### src/hdl/i2cs_pkg.sv
// Package for the I2C master transaction sequencer.
// Holds phase encoding, bus op / command / result codes and shared structs.
// No dependencies.
package i2cs_pkg;

  // phase of the transaction, one-hot
  typedef enum logic [8:0] {
    PH_IDLE   = 9'b0_0000_0001,
    PH_WSTART = 9'b0_0000_0010,
    PH_WADDR  = 9'b0_0000_0100,
    PH_WDATA  = 9'b0_0000_1000,
    PH_RSTART = 9'b0_0001_0000,
    PH_RADDR  = 9'b0_0010_0000,
    PH_RDATA  = 9'b0_0100_0000,
    PH_RLAST  = 9'b0_1000_0000,
    PH_STOP   = 9'b1_0000_0000
  } phase_t;

  // input commands
  localparam logic [1:0] CMD_BEGIN = 2'd0;
  localparam logic [1:0] CMD_STEP  = 2'd1;
  localparam logic [1:0] CMD_STOP  = 2'd2;

  // bus engine operations
  localparam logic [2:0] OP_NONE  = 3'd0;
  localparam logic [2:0] OP_START = 3'd1;
  localparam logic [2:0] OP_WRITE = 3'd2;
  localparam logic [2:0] OP_RACK  = 3'd3;
  localparam logic [2:0] OP_RNACK = 3'd4;
  localparam logic [2:0] OP_STOP  = 3'd5;

  // result codes
  localparam logic [2:0] RES_OK     = 3'd0;
  localparam logic [2:0] RES_START  = 3'd1;
  localparam logic [2:0] RES_WADDR  = 3'd2;
  localparam logic [2:0] RES_WDATA  = 3'd3;
  localparam logic [2:0] RES_RSTART = 3'd4;
  localparam logic [2:0] RES_RADDR  = 3'd5;
  localparam logic [2:0] RES_RDATA  = 3'd6;
  localparam logic [2:0] RES_RLAST  = 3'd7;

  // bus engine status codes (after masking)
  localparam logic [7:0] STATUS_MASK   = 8'hF8;
  localparam logic [7:0] ST_START      = 8'h08;
  localparam logic [7:0] ST_RESTART    = 8'h10;
  localparam logic [7:0] ST_WADDR_ACK  = 8'h18;
  localparam logic [7:0] ST_WDATA_ACK  = 8'h28;
  localparam logic [7:0] ST_RADDR_ACK  = 8'h40;
  localparam logic [7:0] ST_RDATA_ACK  = 8'h50;
  localparam logic [7:0] ST_RDATA_NACK = 8'h58;

  typedef struct packed {
    logic [1:0] cmd;
    logic [7:0] addr_byte;
    logic [7:0] send_count;
    logic [7:0] recv_count;
    logic [7:0] bus_status;
    logic [7:0] rx_byte;
    logic [7:0] tx_byte;
  } item_t;

  typedef struct packed {
    phase_t     phase;
    logic [7:0] byte_counter;
    logic [7:0] saved_address;
    logic [7:0] saved_send_count;
    logic [7:0] saved_recv_count;
  } ctx_t;

  typedef struct packed {
    logic [2:0] bus_op;
    logic [7:0] bus_byte;
    logic [7:0] send_index;
    logic       rx_valid;
    logic [7:0] rx_data;
    logic [7:0] rx_index;
    logic       done_res;
    logic [2:0] result;
  } res_t;

endpackage

### src/hdl/i2cs_step.sv
// Next-state and result logic for one word of the transaction sequencer.
// Depends on i2cs_pkg.
module i2cs_step (
  input  i2cs_pkg::item_t item,
  input  i2cs_pkg::ctx_t  cur,
  output i2cs_pkg::ctx_t  nxt,
  output i2cs_pkg::res_t  res
);

  logic [7:0] st;
  logic [7:0] bc_inc;
  logic       more_reads;

  assign st     = item.bus_status & i2cs_pkg::STATUS_MASK;
  assign bc_inc = cur.byte_counter + 8'd1;

  // read issue decision: in RADDR the counter restarts at zero, in RDATA it advances
  always_comb begin
    if (cur.phase == i2cs_pkg::PH_RDATA) begin
      more_reads = ({1'b0, bc_inc} + 9'd1) < {1'b0, cur.saved_recv_count};
    end else begin
      more_reads = 9'd1 < {1'b0, cur.saved_recv_count};
    end
  end

  always_comb begin
    nxt = cur;
    res = '0;
    case (item.cmd)
      i2cs_pkg::CMD_BEGIN: begin
        if (cur.phase == i2cs_pkg::PH_IDLE) begin
          nxt.saved_address    = item.addr_byte;
          nxt.saved_send_count = item.send_count;
          nxt.saved_recv_count = item.recv_count;
          nxt.byte_counter     = '0;
          if (item.send_count != 8'd0) begin
            res.bus_op = i2cs_pkg::OP_START;
            nxt.phase  = i2cs_pkg::PH_WSTART;
          end else if (item.recv_count != 8'd0) begin
            res.bus_op = i2cs_pkg::OP_START;
            nxt.phase  = i2cs_pkg::PH_RSTART;
          end else begin
            res.bus_op = i2cs_pkg::OP_STOP;
            nxt.phase  = i2cs_pkg::PH_STOP;
          end
        end
      end
      i2cs_pkg::CMD_STOP: begin
        if (cur.phase == i2cs_pkg::PH_STOP) begin
          res.done_res     = 1'b1;
          nxt.phase        = i2cs_pkg::PH_IDLE;
          nxt.byte_counter = '0;
        end
      end
      i2cs_pkg::CMD_STEP: begin
        unique case (cur.phase)
          i2cs_pkg::PH_WSTART: begin
            if (st != i2cs_pkg::ST_START) begin
              res.result = i2cs_pkg::RES_START;
            end else begin
              res.bus_op       = i2cs_pkg::OP_WRITE;
              res.bus_byte     = cur.saved_address;
              nxt.byte_counter = '0;
              nxt.phase        = i2cs_pkg::PH_WADDR;
            end
          end
          i2cs_pkg::PH_WADDR: begin
            if (st != i2cs_pkg::ST_WADDR_ACK) begin
              res.result = i2cs_pkg::RES_WADDR;
            end else begin
              res.bus_op       = i2cs_pkg::OP_WRITE;
              res.bus_byte     = item.tx_byte;
              nxt.byte_counter = 8'd1;
              nxt.phase        = i2cs_pkg::PH_WDATA;
            end
          end
          i2cs_pkg::PH_WDATA: begin
            if (st != i2cs_pkg::ST_WDATA_ACK) begin
              res.result = i2cs_pkg::RES_WDATA;
            end else if (cur.byte_counter < cur.saved_send_count) begin
              res.bus_op       = i2cs_pkg::OP_WRITE;
              res.bus_byte     = item.tx_byte;
              nxt.byte_counter = bc_inc;
            end else if (cur.saved_recv_count != 8'd0) begin
              res.bus_op       = i2cs_pkg::OP_START;
              nxt.phase        = i2cs_pkg::PH_RSTART;
              nxt.byte_counter = '0;
            end else begin
              res.bus_op       = i2cs_pkg::OP_STOP;
              nxt.phase        = i2cs_pkg::PH_STOP;
              nxt.byte_counter = '0;
            end
          end
          i2cs_pkg::PH_RSTART: begin
            if (st != i2cs_pkg::ST_START && st != i2cs_pkg::ST_RESTART) begin
              res.result = i2cs_pkg::RES_RSTART;
            end else begin
              res.bus_op   = i2cs_pkg::OP_WRITE;
              res.bus_byte = cur.saved_address | 8'd1;
              nxt.phase    = i2cs_pkg::PH_RADDR;
            end
          end
          i2cs_pkg::PH_RADDR: begin
            if (st != i2cs_pkg::ST_RADDR_ACK) begin
              res.result = i2cs_pkg::RES_RADDR;
            end else begin
              nxt.byte_counter = '0;
              res.bus_op = more_reads ? i2cs_pkg::OP_RACK : i2cs_pkg::OP_RNACK;
              nxt.phase  = more_reads ? i2cs_pkg::PH_RDATA : i2cs_pkg::PH_RLAST;
            end
          end
          i2cs_pkg::PH_RDATA: begin
            if (st != i2cs_pkg::ST_RDATA_ACK) begin
              res.result = i2cs_pkg::RES_RDATA;
            end else begin
              res.rx_valid     = 1'b1;
              res.rx_data      = item.rx_byte;
              res.rx_index     = cur.byte_counter;
              nxt.byte_counter = bc_inc;
              res.bus_op = more_reads ? i2cs_pkg::OP_RACK : i2cs_pkg::OP_RNACK;
              nxt.phase  = more_reads ? i2cs_pkg::PH_RDATA : i2cs_pkg::PH_RLAST;
            end
          end
          i2cs_pkg::PH_RLAST: begin
            if (st != i2cs_pkg::ST_RDATA_NACK) begin
              res.result = i2cs_pkg::RES_RLAST;
            end else begin
              res.rx_valid     = 1'b1;
              res.rx_data      = item.rx_byte;
              res.rx_index     = cur.byte_counter;
              res.bus_op       = i2cs_pkg::OP_STOP;
              nxt.byte_counter = '0;
              nxt.phase        = i2cs_pkg::PH_STOP;
            end
          end
          default: begin
          end
        endcase
        // any nonzero result code here is a status mismatch: stop and end at once
        if (res.result != i2cs_pkg::RES_OK) begin
          res.bus_op       = i2cs_pkg::OP_STOP;
          res.done_res     = 1'b1;
          nxt.phase        = i2cs_pkg::PH_IDLE;
          nxt.byte_counter = '0;
        end
      end
      default: begin
      end
    endcase
    if (nxt.phase == i2cs_pkg::PH_WADDR || nxt.phase == i2cs_pkg::PH_WDATA) begin
      res.send_index = nxt.byte_counter;
    end
  end

endmodule

### src/hdl/i2c_master_transaction_sequencer_core.sv
// Top level of the I2C master write-then-read transaction sequencer.
// Depends on i2cs_pkg and i2cs_step.
//
// Every input word (begin, engine step finished, stop finished) yields exactly one
// result word. A word is captured in an input register, evaluated by one pass of
// combinational step logic against the transaction state, and the result lands in
// an output register in the same cycle as the state update. Throughput is one word
// per clock while out_ready stays high. An accepted word moves from the input
// register to the output register and is held there until taken. While a result
// waits there, the input register can take one more word and then holds it.
module i2c_master_transaction_sequencer_core (
  input  logic       clk,
  input  logic       rst_n,
  input  logic       in_valid,
  output logic       in_ready,
  input  logic [1:0] in_cmd,
  input  logic [7:0] in_addr_byte,
  input  logic [7:0] in_send_count,
  input  logic [7:0] in_recv_count,
  input  logic [7:0] in_bus_status,
  input  logic [7:0] in_rx_byte,
  input  logic [7:0] in_tx_byte,
  output logic       out_valid,
  input  logic       out_ready,
  output logic [2:0] out_bus_op,
  output logic [7:0] out_bus_byte,
  output logic [7:0] out_send_index,
  output logic       out_rx_valid,
  output logic [7:0] out_rx_data,
  output logic [7:0] out_rx_index,
  output logic       out_done_res,
  output logic [2:0] out_result
);

  logic            s1_valid_r;
  i2cs_pkg::item_t s1_item_r;
  logic            s1_adv;
  logic            out_valid_r;
  i2cs_pkg::res_t  out_res_r;
  i2cs_pkg::ctx_t  ctx_r;
  i2cs_pkg::ctx_t  ctx_nxt;
  i2cs_pkg::res_t  res_nxt;

  assign s1_adv   = s1_valid_r && (!out_valid_r || out_ready);
  assign in_ready = !s1_valid_r || s1_adv;

  i2cs_step u_step (
    .item (s1_item_r),
    .cur  (ctx_r),
    .nxt  (ctx_nxt),
    .res  (res_nxt)
  );

  always_ff @(posedge clk) begin
    if (!rst_n) begin
      s1_valid_r <= 1'b0;
    end else if (in_ready) begin
      s1_valid_r <= in_valid;
    end
  end

  always_ff @(posedge clk) begin
    if (in_valid && in_ready) begin
      s1_item_r <= '{cmd: in_cmd, addr_byte: in_addr_byte, send_count: in_send_count,
                     recv_count: in_recv_count, bus_status: in_bus_status,
                     rx_byte: in_rx_byte, tx_byte: in_tx_byte};
    end
  end

  always_ff @(posedge clk) begin
    if (!rst_n) begin
      ctx_r.phase            <= i2cs_pkg::PH_IDLE;
      ctx_r.byte_counter     <= '0;
      ctx_r.saved_address    <= '0;
      ctx_r.saved_send_count <= '0;
      ctx_r.saved_recv_count <= '0;
    end else if (s1_adv) begin
      ctx_r <= ctx_nxt;
    end
  end

  always_ff @(posedge clk) begin
    if (!rst_n) begin
      out_valid_r <= 1'b0;
    end else if (s1_adv) begin
      out_valid_r <= 1'b1;
    end else if (out_ready) begin
      out_valid_r <= 1'b0;
    end
  end

  always_ff @(posedge clk) begin
    if (s1_adv) begin
      out_res_r <= res_nxt;
    end
  end

  assign out_valid      = out_valid_r;
  assign out_bus_op     = out_res_r.bus_op;
  assign out_bus_byte   = out_res_r.bus_byte;
  assign out_send_index = out_res_r.send_index;
  assign out_rx_valid   = out_res_r.rx_valid;
  assign out_rx_data    = out_res_r.rx_data;
  assign out_rx_index   = out_res_r.rx_index;
  assign out_done_res   = out_res_r.done_res;
  assign out_result     = out_res_r.result;

`ifndef SYNTHESIS
  // idle always leaves the byte counter cleared
  a_idle_counter: assert property (@(posedge clk) disable iff (!rst_n)
    ctx_r.phase == i2cs_pkg::PH_IDLE |-> ctx_r.byte_counter == 8'd0)
    else $error("byte counter nonzero while idle");

  // write counter never runs past the send count
  a_wdata_bound: assert property (@(posedge clk) disable iff (!rst_n)
    ctx_r.phase == i2cs_pkg::PH_WDATA |-> ctx_r.byte_counter <= ctx_r.saved_send_count)
    else $error("write counter beyond send count");

  // a received byte always comes with the next read or the final stop
  a_rx_with_op: assert property (@(posedge clk) disable iff (!rst_n)
    out_valid_r && out_res_r.rx_valid |->
      out_res_r.bus_op == i2cs_pkg::OP_RACK || out_res_r.bus_op == i2cs_pkg::OP_RNACK ||
      out_res_r.bus_op == i2cs_pkg::OP_STOP)
    else $error("received byte without follow-up bus op");

  // an error code only appears with done and a stop
  a_err_stop: assert property (@(posedge clk) disable iff (!rst_n)
    out_valid_r && out_res_r.result != i2cs_pkg::RES_OK |->
      out_res_r.done_res && out_res_r.bus_op == i2cs_pkg::OP_STOP)
    else $error("error result without done and stop");

  // a word held in the input register is not lost while the output stalls
  a_s1_hold: assert property (@(posedge clk) disable iff (!rst_n)
    s1_valid_r && !s1_adv |=> s1_valid_r && $stable(s1_item_r))
    else $error("stalled input word dropped or changed");
`endif

endmodule
### config.mk
export PLATFORM = sky130hd
export DESIGN_NAME = i2c_master_transaction_sequencer_core
export DESIGN_NICKNAME = d
export VERILOG_FILES = /design/src/hdl/i2cs_pkg.sv /design/src/hdl/i2cs_step.sv /design/src/hdl/i2c_master_transaction_sequencer_core.sv
export SDC_FILE = /design/constraint.sdc
export NUM_CORES = 1
export LEC_CHECK = 0
export ABC_AREA = 1
export BUFFER_PORTS_ARGS = -buffer_cell sky130_fd_sc_hd__buf_2
export CAP_MARGIN = 20
export CORE_AREA = 2 2 132 134
export CTS_BUF_LIST = sky130_fd_sc_hd__clkbuf_16
export DETAILED_ROUTE_END_ITERATION = 6
export DIE_AREA = 0 0 134 136
export GPL_TIMING_DRIVEN = 1
export PLACE_DENSITY = 0.62
export SYNTH_ARGS = -nofsm -noshare
export SYNTH_HDL_FRONTEND = slang
export SYNTH_SLANG_ARGS = --single-unit
### constraint.sdc
create_clock -name clk -period 5.07 [get_ports clk]
set_input_delay 0 -clock clk [delete_from_list [all_inputs] [get_ports clk]]
set_output_delay 0 -clock clk [all_outputs]
set_load 0.02 [all_outputs]
==> results.json <==
{
  "drv_cap": 0,
  "rsz0062_at_grt": "false",
  "final_util_pct": 49.22,
  "finalClockSkew_ps": 7.045,
  "drt-initial-drc-count": 385,
  "synth_cell_types": 43,
  "grt_pass1_vias": 5219,
  "die_area_um2": 18220,
  "synth_nets": 841,
  "p_sw_uw": 688.3,
  "p_int_mw": 1.971,
  "hold_viol": 0,
  "post_cts_resized": 0,
  "worstSetupStartpointType": "flip-flop",
  "tns_ps": 0,
  "cts_buffers": 17,
  "layout_commonest_cell": "nand2_1",
  "fmax_ghz": 0.2751,
  "async_flop_share_pct": 0,
  "total_power_mw": 2.659,
  "finalSetupViolCount": 0,
  "pwr-share-comb_pct": 12.3,
  "area_delta_synth_final_pct": 25.81,
  "h-tree-depth": 4,
  "final_nets": 985,
  "worst_pin_slew_ps": 983.1,
  "crit_arrival_ps": 3910,
  "required_ps": 5340,
  "path_common_cell": "nand2_1",
  "crit_fanout": 11,
  "n_fill_cell": 1632,
  "gp_congestion": 0.9411,
  "clkTransAtPathRegs_ps": 60,
  "drive_gt1_share_pct": 18.00,
  "fp.dieH_um": 136,
  "cts-root-buf": "clkbuf_16",
  "cts_setup_buffers": 0,
  "ys_top_cells_by_area": "edfxtp_1 40%, dfxtp_1 13%, nand2_1 9.1%, inv_1 6.5%, a21oi_1 4.5%",
  "grt_usage_pct": 18.33,
  "synthCells": 765,
  "ff2ff_path_depth": 20,
  "die_x_um": 134,
  "synth_area_um2": 6603,
  "ant_nets": 0,
  "crit_family": "simple AND/OR/NAND/NOR gates",
  "fp-row-count": 48,
  "irDropWorstVdd_uv": 232.0,
  "drt_pass1_iterations": 5,
  "antenna-diode-count": 0,
  "instances_no_fill": 1147,
  "wire_per_inst_um": 13.76,
  "port_buffers": 92,
  "min_period_ps": 3635,
  "clock_latency_ps": 420,
  "cts_sinks": 130,
  "synth_edf_count": 87,
  "holdPathStages": 3,
  "cts_tree": "done",
  "ys_dominant_reg_cell": "edfxtp_1",
  "grt_overflow": 0,
  "p_sw_share_pct": 25.88,
  "synth-seq-cells": 130,
  "power_frac_seq_pct": 45.7,
  "p_leak_nw": 3.614,
  "hold_class": "in2reg",
  "yosysSeqAreaShare_pct": 52.61,
  "ios": 96,
  "antenna_found_initial": 0,
  "holdPathEnd": "ctx_r[33]$_SDFFE_PN0P_",
  "powerDensity_nw_per_um2": 320.1,
  "min_period_over_period_pct": 71.70,
  "status": "finished clean",
  "slew_headroom_pct": 34.46,
  "timing.rr.end": "out_send_index[5]$_SDFFCE_PN0P_",
  "drc": 0,
  "syn_area_per_cell_um2": 8.631,
  "cts_hold_buf": 49,
  "grt_pass1_wl_um": 25960,
  "synth_top_cell_by_area": "edfxtp_1",
  "crit_chain": "inv_1 -> ha_1 -> nor2_1 -> nand2_1 -> nor2_1 -> nand2_1 -> nor3_1 -> xor2_1 -> ha_1 -> nand2_1 -> nand3_1 -> nand2_1 -> nand3_1 -> nand2_1 -> nand2_1 -> nand2_1 -> nand3_1 -> nor2_1 -> nand3_2 -> nor2_1",
  "synth_top_area_share_pct": 39.57,
  "multi_input_area_um2": 2584,
  "drv_slew": 0,
  "wirelength_um": 15780,
  "cp-end-kind": "flip-flop",
  "final_cell_mix": "160 x nand2_1, 112 x inv_1, 92 x buf_2, 87 x edfxtp_1, 76 x nor2_1",
  "clock_path_buffers": 2,
  "vias_per_cell": 4.795,
  "r2r-start": "ctx_r[24]$_SDFFE_PN0P_",
  "ys_warn_count": 0,
  "slowest_stage": "dfxtp_1",
  "min_from": "rst_n",
  "reg2reg_setup_slack_ps": 1430,
  "grt_max_degree": 60,
  "clkPwrFrac_pct": 42.0,
  "initial_core_util_pct": 39.12,
  "coreArea_um2": 16880,
  "ff_latch_area_um2": 3473,
  "crit_type": "reg2reg",
  "crit_buf_inv": 1,
  "place_inst": 1066,
  "max_stage_delay_ps": 590,
  "hpwlAfterDp_um": 11270,
  "dr_total_vias": 5500
}
[metrics by stage]
stage / setup WS (ps) / hold WS (ps) / area (µm²)
detailed placement: 1570 / 178.1 / 7271
global placement: 1617 / 176.7 / 7271
floorplan: 2260 / 98.87 / 6603
global route: 1075 / 147.5 / 8307
CTS: 1532 / 121.5 / 8307
finish: 1435 / 120.0 / 8307
[per-layer routing]
layer / vias to the layer above / track usage [%] / wire [µm]
li1: 2824 / - / -
met1: 2505 / 24.60 / 7754
met2: 155 / 28.97 / 6866
met3: 16 / 4.139 / 887
met4: 0 / 7.033 / 272
met5: - / 0 / 0
[registers in the layout, indices dropped and copies added (netlist names), 3 cells and up]
| signal | cells |
|---|---|
| s1_item_r | 47 |
| ctx_r | 41 |
| out_bus_byte | 8 |
| out_rx_data | 8 |
| out_rx_index | 8 |
| out_send_index | 8 |
| out_bus_op | 3 |
| out_result | 3 |
[worst register-to-register path: stages (launching register included)]
cell	delay, ps
dfxtp_1	590
inv_1	210
ha_1	400
nor2_1	120
nand2_1	90
nor2_1	90
nand2_1	80
nor3_1	180
xor2_1	220
ha_1	260
nand2_1	90
nand3_1	130
nand2_1	90
nand3_1	90
nand2_1	70
nand2_1	50
nand2_1	80
nand3_1	70
nor2_1	230
nand3_2	210
nor2_1	140
[cells by family after synthesis]
kind of cell | count (synthesis) | share of synthesized area [%]
AND/OR/NAND/NOR | 328 | 22.47
AO/OA/AOI/OAI | 140 | 11.69
buffers and inverters | 139 | 8.262
flip-flops | 130 | 52.61
adder cells (fa/ha/maj) | 22 | 4.169
XOR/XNOR | 6 | 0.7959
[how the worst max path moves through the flow]
stage	from	endpoint	slack, ps	depth (start not counted)
floorplan	ctx_r[24]$_SDFFE_PN0P_	out_send_index[0]$_SDFFCE_PN0P_	2260	25
global placement	ctx_r[24]$_SDFFE_PN0P_	out_send_index[3]$_SDFFCE_PN0P_	1620	24
detailed placement	ctx_r[24]$_SDFFE_PN0P_	out_send_index[5]$_SDFFCE_PN0P_	1570	20
CTS	ctx_r[24]$_SDFFE_PN0P_	out_send_index[4]$_SDFFCE_PN0P_	1530	20
global route	ctx_r[24]$_SDFFE_PN0P_	out_send_index[4]$_SDFFCE_PN0P_	1070	24
finish	ctx_r[24]$_SDFFE_PN0P_	out_send_index[5]$_SDFFCE_PN0P_	1430	20
[cell usage after synthesis (3+ instances only)]
master,instances
nand2_1,160
inv_1,114
edfxtp_1,87
nor2_1,76
a21oi_1,59
o21ai_0,49
nand3_1,45
dfxtp_1,43
ha_1,22
clkbuf_1,13
nor2_2,12
nand3_2,8
nor3_1,8
o211ai_1,7
o22ai_1,7
a22oi_1,6
inv_2,6
nand4_1,5
nor2_4,4
xor2_1,4
nand2_4,3
[layout make-up]
| cell class | instances | share of cell area, % |
|---|---|---|
| tap | 225 | 3.389 |
| clock inverter | 15 | 1.446 |
| multi-input combinational | 496 | 31.10 |
| clock buffer | 17 | 5.121 |
| timing repair buffer | 143 | 11.63 |
| inverter | 121 | 5.498 |
| sequential | 130 | 41.81 |
[power by group through the flow]
stage	Combinational, mW	Clock (mW)	Sequential, mW
2_1_floorplan	0.201	0	1.24
3_3_place_gp	0.296	0	1.24
3_5_place_dp	0.297	0	1.24
4_1_cts	0.328	1.14	1.22
5_1_grt	0.371	1.19	1.22
6_report	0.328	1.12	1.22
(Power assumes the default switching activity.)
